File: src/hdl/sed_pkg.sv
`timescale 1ns / 1ps
// Shared types and constants for the sleep-entry decision block.
// No dependencies; the cfg, eval, fin and core files import this package.
package sed_pkg;

	localparam int unsigned CFG_DATA_W = 16;
	localparam int unsigned CFG_IDX_W  = 2;
	localparam int unsigned MS_LIM_W   = 26;   // 65535 * 1000 fits in 26 bits
	localparam int unsigned SECS_W     = 17;
	localparam int unsigned WAKE_W     = 36;

	localparam logic [15:0] IDLE_TIMEOUT_RST = 16'd300;
	localparam logic [15:0] DISP_OFF_RST     = 16'd60;

	localparam logic [SECS_W-1:0] WAKE_MARGIN_S  = 17'd15;
	localparam logic [SECS_W-1:0] WORTH_MIN_S    = 17'd135;  // margin plus 120 s
	localparam logic [SECS_W-1:0] WAKE_FLOOR_S   = 17'd5;
	localparam logic [SECS_W-1:0] FALLBACK_MIN_S = 17'd900;
	localparam logic signed [19:0] DAY_S         = 20'sd86400;

	// Reciprocal of 1000 scaled by 2^38; exact for every 32-bit dividend.
	localparam logic [28:0] RECIP_1000 = 29'd274877907;
	localparam int unsigned RECIP_SHIFT = 38;

	typedef enum logic [CFG_IDX_W-1:0] {
		REG_POWER_SAVE_ENABLE = 2'd0,
		REG_IDLE_TIMEOUT_SEC  = 2'd1,
		REG_DISPLAY_ENABLE    = 2'd2,
		REG_DISPLAY_OFF_SEC   = 2'd3
	} sed_reg_t;

	typedef enum logic [2:0] {
		RSN_OFF        = 3'd0,
		RSN_AP         = 3'd1,
		RSN_MOVING     = 3'd2,
		RSN_WEB        = 3'd3,
		RSN_RECENT     = 3'd4,
		RSN_DISPLAY    = 3'd5,
		RSN_EVENT_SOON = 3'd6,
		RSN_READY      = 3'd7
	} sed_reason_t;

	typedef struct packed {
		logic                power_save_enable;
		logic [15:0]         idle_timeout_sec;
		logic                display_enable;
		logic [MS_LIM_W-1:0] idle_ms;
		logic [MS_LIM_W-1:0] grace_ms;
	} sed_cfg_t;

	typedef struct packed {
		logic [31:0] now_ms;
		logic [31:0] last_client_ms;
		logic        ap_mode;
		logic        servo_moving;
		logic        display_should_wake;
		logic        clock_valid;
		logic [16:0] seconds_of_day;
		logic        next_valid;
		logic [4:0]  next_hour;
		logic [5:0]  next_minute;
		logic [10:0] fallback_minutes;
		logic [31:0] last_touch_ms;
		logic        sleep_armed;
	} sed_item_t;

	typedef struct packed {
		sed_reason_t         reason;
		logic                countdown_valid;
		logic [MS_LIM_W-1:0] remain_ms;
		logic                low_power;
		logic                display_stay_awake;
		logic                enter_sleep;
		logic [SECS_W-1:0]   wake_sec;
	} sed_mid_t;

	typedef struct packed {
		logic [2:0]        sleep_reason;
		logic              countdown_valid;
		logic [15:0]       countdown_sec;
		logic              cpu_low_power;
		logic              periph_low_power;
		logic              display_stay_awake;
		logic              enter_sleep;
		logic [WAKE_W-1:0] wake_after_us;
	} sed_rsp_t;

endpackage

File: src/hdl/sed_ifs.sv
`timescale 1ns / 1ps
// Valid/ready channel interfaces for the tick and decision transactions.
// Widths follow the field list of the block; no package dependency.
interface sed_req_if;
	logic        valid;
	logic        ready;
	logic        interaction;
	logic [31:0] now_ms;
	logic [31:0] last_client_ms;
	logic        ap_mode;
	logic        servo_moving;
	logic        display_should_wake;
	logic        clock_valid;
	logic [16:0] seconds_of_day;
	logic        next_valid;
	logic [4:0]  next_hour;
	logic [5:0]  next_minute;
	logic [10:0] fallback_minutes;

	modport source (
		output valid, interaction, now_ms, last_client_ms, ap_mode, servo_moving,
			display_should_wake, clock_valid, seconds_of_day, next_valid,
			next_hour, next_minute, fallback_minutes,
		input  ready
	);
	modport sink (
		input  valid, interaction, now_ms, last_client_ms, ap_mode, servo_moving,
			display_should_wake, clock_valid, seconds_of_day, next_valid,
			next_hour, next_minute, fallback_minutes,
		output ready
	);
endinterface

interface sed_rsp_if;
	logic        valid;
	logic        ready;
	logic [2:0]  sleep_reason;
	logic        countdown_valid;
	logic [15:0] countdown_sec;
	logic        cpu_low_power;
	logic        periph_low_power;
	logic        display_stay_awake;
	logic        enter_sleep;
	logic [35:0] wake_after_us;

	modport source (
		output valid, sleep_reason, countdown_valid, countdown_sec, cpu_low_power,
			periph_low_power, display_stay_awake, enter_sleep, wake_after_us,
		input  ready
	);
	modport sink (
		input  valid, sleep_reason, countdown_valid, countdown_sec, cpu_low_power,
			periph_low_power, display_stay_awake, enter_sleep, wake_after_us,
		output ready
	);
endinterface

File: src/hdl/sed_cfg.sv
`timescale 1ns / 1ps
// Configuration registers with the millisecond limits derived at write time.
// Depends on sed_pkg.
module sed_cfg
	import sed_pkg::*;
(
	input  logic                  clk,
	input  logic                  arst_n,
	input  logic                  wr_en,
	input  logic [CFG_IDX_W-1:0]  index,
	input  logic [CFG_DATA_W-1:0] data,
	output sed_cfg_t              cfg
);

	logic                power_save_enable_q;
	logic [15:0]         idle_timeout_sec_q;
	logic                display_enable_q;
	logic [MS_LIM_W-1:0] idle_ms_q;
	logic [MS_LIM_W-1:0] grace_ms_q;
	logic [MS_LIM_W-1:0] data_ms;

	assign data_ms = MS_LIM_W'(data) * MS_LIM_W'(1000);

	always_ff @(posedge clk or negedge arst_n) begin
		if (!arst_n) begin
			power_save_enable_q <= 1'b0;
			idle_timeout_sec_q  <= IDLE_TIMEOUT_RST;
			display_enable_q    <= 1'b1;
			idle_ms_q           <= MS_LIM_W'(IDLE_TIMEOUT_RST) * MS_LIM_W'(1000);
			grace_ms_q          <= MS_LIM_W'(DISP_OFF_RST) * MS_LIM_W'(1000);
		end else if (wr_en) begin
			unique case (sed_reg_t'(index))
				REG_POWER_SAVE_ENABLE: power_save_enable_q <= data[0];
				REG_IDLE_TIMEOUT_SEC: begin
					idle_timeout_sec_q <= data;
					idle_ms_q          <= data_ms;
				end
				REG_DISPLAY_ENABLE:    display_enable_q <= data[0];
				REG_DISPLAY_OFF_SEC:   grace_ms_q <= data_ms;
			endcase
		end
	end

	assign cfg.power_save_enable = power_save_enable_q;
	assign cfg.idle_timeout_sec  = idle_timeout_sec_q;
	assign cfg.display_enable    = display_enable_q;
	assign cfg.idle_ms           = idle_ms_q;
	assign cfg.grace_ms          = grace_ms_q;

endmodule

File: src/hdl/sed_eval.sv
`timescale 1ns / 1ps
// First logic stage: elapsed times, event distance, worthiness and flags.
// Depends on sed_pkg.
module sed_eval
	import sed_pkg::*;
(
	input  sed_item_t item,
	input  sed_cfg_t  cfg,
	output sed_mid_t  mid
);

	logic [31:0]          el_touch;
	logic [31:0]          el_web;
	logic                 recent;
	logic                 web;
	logic [MS_LIM_W-1:0]  rem_touch;
	logic [MS_LIM_W-1:0]  rem_web;
	logic [SECS_W-1:0]    ev_tod;
	logic [SECS_W-1:0]    fb_secs;
	logic signed [19:0]   diff;
	logic signed [19:0]   day_adj;
	logic                 secs_pos;
	logic [SECS_W-1:0]    secs_val;
	logic                 worth;
	logic                 pse;
	logic                 cd_valid;

	always_comb begin
		el_touch  = item.now_ms - item.last_touch_ms;
		el_web    = item.now_ms - item.last_client_ms;
		recent    = el_touch < 32'(cfg.idle_ms);
		web       = el_web < 32'(cfg.idle_ms);
		// A remainder is only nonzero while the elapsed time is below the limit,
		// so the low bits of the elapsed time are all that matter there.
		rem_touch = recent ? cfg.idle_ms - el_touch[MS_LIM_W-1:0] : '0;
		rem_web   = web ? cfg.idle_ms - el_web[MS_LIM_W-1:0] : '0;

		ev_tod  = SECS_W'(item.next_hour) * SECS_W'(3600)
			+ SECS_W'(item.next_minute) * SECS_W'(60);
		fb_secs = SECS_W'(item.fallback_minutes) * SECS_W'(60);
		diff    = signed'({3'b000, ev_tod}) - signed'({3'b000, item.seconds_of_day});
		day_adj = (diff <= 20'sd0) ? diff + DAY_S : diff;

		// A non-positive distance means no event is known or the fallback time is zero.
		if (!item.next_valid) begin
			secs_pos = 1'b0;
			secs_val = '0;
		end else if (!item.clock_valid) begin
			secs_pos = fb_secs != '0;
			secs_val = fb_secs;
		end else begin
			secs_pos = day_adj > 20'sd0;
			secs_val = day_adj[SECS_W-1:0];
		end
		worth = !secs_pos || (secs_val >= WORTH_MIN_S);

		pse      = cfg.power_save_enable;
		cd_valid = pse && !item.ap_mode && !item.servo_moving && worth;

		mid.countdown_valid = cd_valid;
		if (!cd_valid)
			mid.remain_ms = '0;
		else
			mid.remain_ms = (rem_touch > rem_web) ? rem_touch : rem_web;

		if (!pse)                          mid.reason = RSN_OFF;
		else if (item.ap_mode)             mid.reason = RSN_AP;
		else if (item.servo_moving)        mid.reason = RSN_MOVING;
		else if (web)                      mid.reason = RSN_WEB;
		else if (recent)                   mid.reason = RSN_RECENT;
		else if (item.display_should_wake) mid.reason = RSN_DISPLAY;
		else if (!worth)                   mid.reason = RSN_EVENT_SOON;
		else                               mid.reason = RSN_READY;

		mid.low_power = pse && !item.ap_mode && !item.servo_moving
			&& !item.display_should_wake;
		mid.display_stay_awake = cfg.display_enable
			&& (!pse || item.servo_moving || el_touch < 32'(cfg.grace_ms));
		mid.enter_sleep = pse && item.sleep_armed && !item.servo_moving
			&& !item.ap_mode && worth && !recent && !web;

		if (!secs_pos)
			mid.wake_sec = (SECS_W'(cfg.idle_timeout_sec) > FALLBACK_MIN_S)
				? SECS_W'(cfg.idle_timeout_sec) : FALLBACK_MIN_S;
		else if (secs_val >= WAKE_MARGIN_S + WAKE_FLOOR_S)
			mid.wake_sec = secs_val - WAKE_MARGIN_S;
		else
			mid.wake_sec = WAKE_FLOOR_S;
	end

endmodule

File: src/hdl/sed_fin.sv
`timescale 1ns / 1ps
// Second logic stage: countdown in whole seconds and wake delay in microseconds.
// Depends on sed_pkg.
module sed_fin
	import sed_pkg::*;
(
	input  sed_mid_t mid,
	output sed_rsp_t rsp
);

	logic [MS_LIM_W+28:0] quot_prod;
	logic [SECS_W+19:0]   wake_prod;

	always_comb begin
		// Division by 1000 through the scaled reciprocal.
		quot_prod = (MS_LIM_W+29)'(mid.remain_ms) * (MS_LIM_W+29)'(RECIP_1000);
		wake_prod = (SECS_W+20)'(mid.wake_sec) * (SECS_W+20)'(1000000);

		rsp.sleep_reason       = mid.reason;
		rsp.countdown_valid    = mid.countdown_valid;
		rsp.countdown_sec      = quot_prod[RECIP_SHIFT +: 16];
		rsp.cpu_low_power      = mid.low_power;
		rsp.periph_low_power   = mid.low_power;
		rsp.display_stay_awake = mid.display_stay_awake;
		rsp.enter_sleep        = mid.enter_sleep;
		rsp.wake_after_us      = wake_prod[WAKE_W-1:0];
	end

endmodule

File: src/hdl/sleep_entry_decision_core.sv
`timescale 1ns / 1ps
// Sleep-entry decision core: input register, two logic stages with a register between them, result register.
// A tick passes the input, middle and result registers in order; the result register offers it.
// Throughput: one tick per cycle, limited only by the result consumer.
// Reset: all pipeline stages empty, last touch time and sleep arm cleared,
// configuration registers at their defaults. Depends on sed_pkg and sed_ifs.
module sleep_entry_decision_core
	import sed_pkg::*;
(
	input  logic                  clk,
	input  logic                  arst_n,
	input  logic                  cfg_wr_en,
	input  logic [CFG_IDX_W-1:0]  cfg_index,
	input  logic [CFG_DATA_W-1:0] cfg_data,
	sed_req_if.sink               req,
	sed_rsp_if.source             rsp
);

	sed_cfg_t  cfg;
	sed_item_t item_s1;
	sed_mid_t  mid_comb;
	sed_mid_t  mid_s2;
	sed_rsp_t  rsp_comb;
	sed_rsp_t  rsp_s3;
	logic      v_s1, v_s2, v_s3;
	logic      ld_s1, ld_s2, ld_s3;
	logic      accept;
	logic [31:0] last_touch_q;
	logic        sleep_armed_q;

	sed_cfg u_cfg (
		.clk    (clk),
		.arst_n (arst_n),
		.wr_en  (cfg_wr_en),
		.index  (cfg_index),
		.data   (cfg_data),
		.cfg    (cfg)
	);

	// Each stage loads when it is empty or when its contents move on.
	assign ld_s3  = !v_s3 || rsp.ready;
	assign ld_s2  = !v_s2 || ld_s3;
	assign ld_s1  = !v_s1 || ld_s2;
	assign req.ready = ld_s1;
	assign accept = req.valid && ld_s1;

	always_ff @(posedge clk or negedge arst_n) begin
		if (!arst_n) begin
			v_s1          <= 1'b0;
			v_s2          <= 1'b0;
			v_s3          <= 1'b0;
			last_touch_q  <= '0;
			sleep_armed_q <= 1'b0;
		end else begin
			if (ld_s1) v_s1 <= req.valid;
			if (ld_s2) v_s2 <= v_s1;
			if (ld_s3) v_s3 <= v_s2;
			if (accept && req.interaction) begin
				last_touch_q  <= req.now_ms;
				sleep_armed_q <= 1'b1;
			end
		end
	end

	// The touch state an item sees already includes its own interaction.
	always_ff @(posedge clk) begin
		if (accept) begin
			item_s1.now_ms              <= req.now_ms;
			item_s1.last_client_ms      <= req.last_client_ms;
			item_s1.ap_mode             <= req.ap_mode;
			item_s1.servo_moving        <= req.servo_moving;
			item_s1.display_should_wake <= req.display_should_wake;
			item_s1.clock_valid         <= req.clock_valid;
			item_s1.seconds_of_day      <= req.seconds_of_day;
			item_s1.next_valid          <= req.next_valid;
			item_s1.next_hour           <= req.next_hour;
			item_s1.next_minute         <= req.next_minute;
			item_s1.fallback_minutes    <= req.fallback_minutes;
			item_s1.last_touch_ms       <= req.interaction ? req.now_ms : last_touch_q;
			item_s1.sleep_armed         <= req.interaction || sleep_armed_q;
		end
		if (ld_s2 && v_s1) mid_s2 <= mid_comb;
		if (ld_s3 && v_s2) rsp_s3 <= rsp_comb;
	end

	sed_eval u_eval (
		.item (item_s1),
		.cfg  (cfg),
		.mid  (mid_comb)
	);

	sed_fin u_fin (
		.mid (mid_s2),
		.rsp (rsp_comb)
	);

	assign rsp.valid              = v_s3;
	assign rsp.sleep_reason       = rsp_s3.sleep_reason;
	assign rsp.countdown_valid    = rsp_s3.countdown_valid;
	assign rsp.countdown_sec      = rsp_s3.countdown_sec;
	assign rsp.cpu_low_power      = rsp_s3.cpu_low_power;
	assign rsp.periph_low_power   = rsp_s3.periph_low_power;
	assign rsp.display_stay_awake = rsp_s3.display_stay_awake;
	assign rsp.enter_sleep        = rsp_s3.enter_sleep;
	assign rsp.wake_after_us      = rsp_s3.wake_after_us;

	a_arm_from_touch: assert property (@(posedge clk) disable iff (!arst_n)
		$rose(sleep_armed_q) |-> $past(req.valid && req.ready && req.interaction))
		else $error("sleep arm set without an interaction transaction");

	a_enter_reason: assert property (@(posedge clk) disable iff (!arst_n)
		(rsp.valid && rsp.enter_sleep) |->
			(rsp.sleep_reason == RSN_READY || rsp.sleep_reason == RSN_DISPLAY))
		else $error("sleep entry with a blocking reason");

	a_countdown_zero: assert property (@(posedge clk) disable iff (!arst_n)
		(rsp.valid && !rsp.countdown_valid) |-> (rsp.countdown_sec == 16'd0))
		else $error("countdown nonzero while not applicable");

	a_low_power_reason: assert property (@(posedge clk) disable iff (!arst_n)
		(rsp.valid && rsp.cpu_low_power) |->
			(rsp.sleep_reason != RSN_OFF && rsp.sleep_reason != RSN_AP
			&& rsp.sleep_reason != RSN_MOVING))
		else $error("low power requested while power save is blocked");

endmodule
File: src/flat_wrapper.sv
// flat-port wrapper written by rule: the top's interface ports become plain ports
module sleep_entry_decision_core_flat import sed_pkg::*;
  (clk, arst_n, cfg_wr_en, cfg_index, cfg_data, req_valid, req_interaction, req_now_ms, req_last_client_ms, req_ap_mode, req_servo_moving, req_display_should_wake, req_clock_valid, req_seconds_of_day, req_next_valid, req_next_hour, req_next_minute, req_fallback_minutes, req_ready, rsp_valid, rsp_sleep_reason, rsp_countdown_valid, rsp_countdown_sec, rsp_cpu_low_power, rsp_periph_low_power, rsp_display_stay_awake, rsp_enter_sleep, rsp_wake_after_us, rsp_ready);
  sed_req_if req_i ();
  sed_rsp_if rsp_i ();
  input  logic clk;
  input  logic arst_n;
  input  logic cfg_wr_en;
  input  logic [CFG_IDX_W-1:0] cfg_index;
  input  logic [CFG_DATA_W-1:0] cfg_data;
  input wire logic [$bits(req_i.valid)-1:0] req_valid;
  input wire logic [$bits(req_i.interaction)-1:0] req_interaction;
  input wire logic [$bits(req_i.now_ms)-1:0] req_now_ms;
  input wire logic [$bits(req_i.last_client_ms)-1:0] req_last_client_ms;
  input wire logic [$bits(req_i.ap_mode)-1:0] req_ap_mode;
  input wire logic [$bits(req_i.servo_moving)-1:0] req_servo_moving;
  input wire logic [$bits(req_i.display_should_wake)-1:0] req_display_should_wake;
  input wire logic [$bits(req_i.clock_valid)-1:0] req_clock_valid;
  input wire logic [$bits(req_i.seconds_of_day)-1:0] req_seconds_of_day;
  input wire logic [$bits(req_i.next_valid)-1:0] req_next_valid;
  input wire logic [$bits(req_i.next_hour)-1:0] req_next_hour;
  input wire logic [$bits(req_i.next_minute)-1:0] req_next_minute;
  input wire logic [$bits(req_i.fallback_minutes)-1:0] req_fallback_minutes;
  output wire logic [$bits(req_i.ready)-1:0] req_ready;
  output wire logic [$bits(rsp_i.valid)-1:0] rsp_valid;
  output wire logic [$bits(rsp_i.sleep_reason)-1:0] rsp_sleep_reason;
  output wire logic [$bits(rsp_i.countdown_valid)-1:0] rsp_countdown_valid;
  output wire logic [$bits(rsp_i.countdown_sec)-1:0] rsp_countdown_sec;
  output wire logic [$bits(rsp_i.cpu_low_power)-1:0] rsp_cpu_low_power;
  output wire logic [$bits(rsp_i.periph_low_power)-1:0] rsp_periph_low_power;
  output wire logic [$bits(rsp_i.display_stay_awake)-1:0] rsp_display_stay_awake;
  output wire logic [$bits(rsp_i.enter_sleep)-1:0] rsp_enter_sleep;
  output wire logic [$bits(rsp_i.wake_after_us)-1:0] rsp_wake_after_us;
  input wire logic [$bits(rsp_i.ready)-1:0] rsp_ready;
  assign req_i.valid = req_valid;
  assign req_i.interaction = req_interaction;
  assign req_i.now_ms = req_now_ms;
  assign req_i.last_client_ms = req_last_client_ms;
  assign req_i.ap_mode = req_ap_mode;
  assign req_i.servo_moving = req_servo_moving;
  assign req_i.display_should_wake = req_display_should_wake;
  assign req_i.clock_valid = req_clock_valid;
  assign req_i.seconds_of_day = req_seconds_of_day;
  assign req_i.next_valid = req_next_valid;
  assign req_i.next_hour = req_next_hour;
  assign req_i.next_minute = req_next_minute;
  assign req_i.fallback_minutes = req_fallback_minutes;
  assign req_ready = req_i.ready;
  assign rsp_valid = rsp_i.valid;
  assign rsp_sleep_reason = rsp_i.sleep_reason;
  assign rsp_countdown_valid = rsp_i.countdown_valid;
  assign rsp_countdown_sec = rsp_i.countdown_sec;
  assign rsp_cpu_low_power = rsp_i.cpu_low_power;
  assign rsp_periph_low_power = rsp_i.periph_low_power;
  assign rsp_display_stay_awake = rsp_i.display_stay_awake;
  assign rsp_enter_sleep = rsp_i.enter_sleep;
  assign rsp_wake_after_us = rsp_i.wake_after_us;
  assign rsp_i.ready = rsp_ready;
  sleep_entry_decision_core u_core (.clk(clk), .arst_n(arst_n), .cfg_wr_en(cfg_wr_en), .cfg_index(cfg_index), .cfg_data(cfg_data), .req(req_i), .rsp(rsp_i));
endmodule
File: config.mk
export PLATFORM = sky130hd
export DESIGN_NAME = sleep_entry_decision_core_flat
export DESIGN_NICKNAME = d
export VERILOG_FILES = /design/src/hdl/sed_pkg.sv /design/src/hdl/sed_ifs.sv /design/src/hdl/sed_cfg.sv /design/src/hdl/sed_eval.sv /design/src/hdl/sed_fin.sv /design/src/hdl/sleep_entry_decision_core.sv /design/src/flat_wrapper.sv
export SDC_FILE = /design/constraint.sdc
export NUM_CORES = 2
export LEC_CHECK = 0
export BUFFER_PORTS_ARGS = -buffer_cell sky130_fd_sc_hd__buf_2
export CAP_MARGIN = 15
export CORE_MARGIN = 2
export CORE_UTILIZATION = 50
export CTS_CLUSTER_SIZE = 8
export DETAILED_ROUTE_END_ITERATION = 8
export PLACE_DENSITY = 0.77
export SYNTH_ARGS = -nofsm -noshare
export SYNTH_HDL_FRONTEND = slang
export SYNTH_SLANG_ARGS = --single-unit
File: constraint.sdc
create_clock -name clk -period 9.01 [get_ports clk]
set_clock_uncertainty 0.2 [all_clocks]
set_input_delay 2.2525 -clock clk [delete_from_list [all_inputs] [get_ports clk]]
set_output_delay 2.2525 -clock clk [all_outputs]
set_load 0.02 [all_outputs]
==> metrics.md <==
| Metric | Value |
|---|---|
| Run status | finished clean |
| First-pass GRT wire length | 157 mm |
| Post-synth top area cell | ha_1 |
| RSZ-0062 raised after global routing | no |
| GRT overflow | 0 |
| Buffer levels on the longest clock path | 3 |
| Final worst slack | 0.811 ns |
| Final min period | 8.20 ns |
| Post-route ant nets | 0 |
| Clk root buf | clkbuf_16 |
| Total track usage | 23.8% |
| CP startpoint kind | register |
| Post-cts gate resize count | 0 |
| Period Utilization, post-route | 91.0% |
| WL/cell | 18.6 µm |
| Post-Syn Area | 0.0405 mm² |
| Final setup violation count | 0 |
| I/O pin total | 194 |
| YS warnings | 0 |
| Core area | 0.0803 mm² |
| Largest net degree at the start of global routing | 68 |
| Vias in the first global route | 29,619 |
| Pre-CTS WS | 0.827 ns |
| Crit end category | register |
| Clock-pin slew on the worst setup and hold paths | 0.05 ns |
| Detailed Route Iter0 Violations | 2,109 |
| Least-Margin Pin Slew | 1.02 ns |
| Max frequency | 0.122 GHz |
| Crit path DAT | 8.36 ns |
| CP max stage cell | fa_1 |
| H-Tree Depth | 2 |
| Vias | 29,182 |
| Max cap viols | 0 |
| WS Path Type | register to register |
| Starting Density | 50.4% |
| Final slew viol count | 0 |
| Sequential share of the synthesized area | 24.2% |
| Mean post-synth cell area | 10.3 µm² |
| Register bit count reported by yosys | 342 |
| Share of cells above drive strength 1 | 10.3% |
| Die area | 0.0832 mm² |
| Chip width | 288 µm |
| Final Wtd Congestion | 0.983 |
| Clk sink count | 342 |
| Critical Path RT | 9.17 ns |
| Synthesized instance count | 3,936 |
| Setup TNS | 0 ns |
| Antenna violations before repair | 12 |
| Final hold vios | 0 |
| Proportion of netlist area held by the largest area contributor | 21.8% |
| Num CTS Buffers | 51 |
| Post-synth top cells | ha_1, inv_1, fa_1 |
| HP Class | register to register |
| Layout Nets | 5,356 |
| Distinct cell type count after synthesis | 91 |
| Pre-antenna DRT Iters | 6 |
| Die height | 288 µm |
| Finished Core Util | 55.2% |
| Post CTS Setup Buffer Count | 0 |
| Top cell by count, worst path | a21o_1 |
| Synth Flop Type | edfxtp_1 |
| Port Buffers | 187 |
| Crit-path max cell delay | 0.51 ns |
| Hold_buf cts | 0 |
| CP Max Fanout | 27 |
| Area contributors post-synth | ha_1, fa_1, edfxtp_1 |
| FFs w/ async S/R, synth | 28.7% |
| Worst-skew pair later-pin latency | 0.61 ns |
| Synth-to-Final Area Change | 9.50% |
| Count leader, synth | ha_1 |
| Fin Hold WS | 0.223 ns |
| Slew HR | 31.3% |
| Detailed placement HPWL | 81.4 mm |
| # rows | 104 |
| DRC viols | 0 |
| Post-synth EDFFs | 244 |
| CTS tree | built |
| Final wirelength | 97.4 mm |
| Via-to-Cell Ratio | 5.56 |
==> registers in the layout (all words and copies together), names as in the netlist, 3 cells and up <==
signal,count
u_core.u_cfg.idle_timeout_sec_q,16
u_core.last_touch_q,32
u_core.rsp.countdown_sec,16
u_core.mid_s2,50
u_core.u_cfg.grace_ms_q,23
u_core.item_s1,141
u_core.rsp.sleep_reason,3
u_core.u_cfg.idle_ms_q,21
u_core.rsp.wake_after_us,30
==> final cells by class <==
class	count	area, µm²
fillers	6767	36000
multi-input cells	2851	27900
flip-flops and latches	342	9800
inverters	684	2570
clock buffers	89	1480
well taps	1060	1330
repair buffers	213	1150
clock inverters	6	109
diodes	4	10.0
==> stage by stage <==
step           cells  instance area (µm²)
2_1_floorplan   3941                40500
3_3_place_gp    5149                42700
3_5_place_dp    5149                42700
4_1_cts         5244                44300
5_1_grt         5248                44300
6_report        5249                44300
==> kinds of logic (layout without fill, tap and decap cells) <==
family / count (synthesis) / in the layout / share of synthesized area, %
fa+ha+maj: 1081 / 1081 / 40.4
compound gates: 795 / 795 / 13.1
buf+inv: 748 / 992 / 7.04
simple gates: 674 / 674 / 8.24
flops: 342 / 342 / 24.2
xor+xnor: 203 / 203 / 4.43
mux: 92 / 92 / 2.55
other cells: 1 / 10 / 0.00927
==> path summary, 6_finish.rpt <==
path	from	to	slack (ns)	cells after the start
max in group asynchronous	arst_n	u_core.u_cfg.idle_timeout_sec_q[0]	5.90	2
min in group asynchronous	arst_n	u_core.last_touch_q[29]	1.39	1
min reg2reg	u_core.mid_s2[49]	u_core.rsp.sleep_reason[2]	0.22	0
max reg2reg	u_core.item_s1[47]	u_core.mid_s2[17]	0.81	30
min	u_core.mid_s2[49]	u_core.rsp.sleep_reason[2]	0.22	0
max	u_core.item_s1[47]	u_core.mid_s2[17]	0.81	30
==> layout by cell type, fill, tap and decap left out, types with 10 or more instances in the layout <==
cell type / count
clkbuf_16: 52
inv_1: 682
a21o_1: 119
fa_1: 376
o211ai_1: 28
edfxtp_1: 244
clkbuf_1: 33
a31oi_1: 21
nor3_1: 48
xor2_1: 66
nand4_1: 24
nor2_1: 169
and3_1: 43
a211oi_1: 21
buf_2: 186
o31ai_1: 11
dfrtp_1: 78
or3_1: 16
a32oi_1: 19
o21bai_1: 37
o21ai_0: 160
nand3_1: 51
nand2_1: 173
and2_1: 11
dfstp_2: 20
mux2_2: 90
o31a_1: 11
buf_4: 26
ha_1: 705
nand3b_1: 11
xnor2_1: 136
nand2b_1: 41
a21oi_1: 201
nor2b_1: 31
o21a_1: 41
or2_2: 13
a211o_1: 10
==> layer usage <==
metal	track usage [%]	up-vias	part of all wire, %
met5	0	-	0.052
met4	6.92	8	2.8
met3	3.89	150	6.6
met2	38.6	880	46
met1	33.0	14160	45
li1	-	13984	-
==> worst max-delay path: cells and delay by family (launching register included) <==
family | cells | cell delay (ns)
compound gates | 13 | 2.95
fa+ha+maj | 5 | 2.00
simple gates | 6 | 1.34
buf+inv | 4 | 0.63
flops | 1 | 0.41
xor+xnor | 2 | 0.40
Power is not shown: default switching activity piles up to over one toggle a cycle in this logic, so the estimate is an artifact.
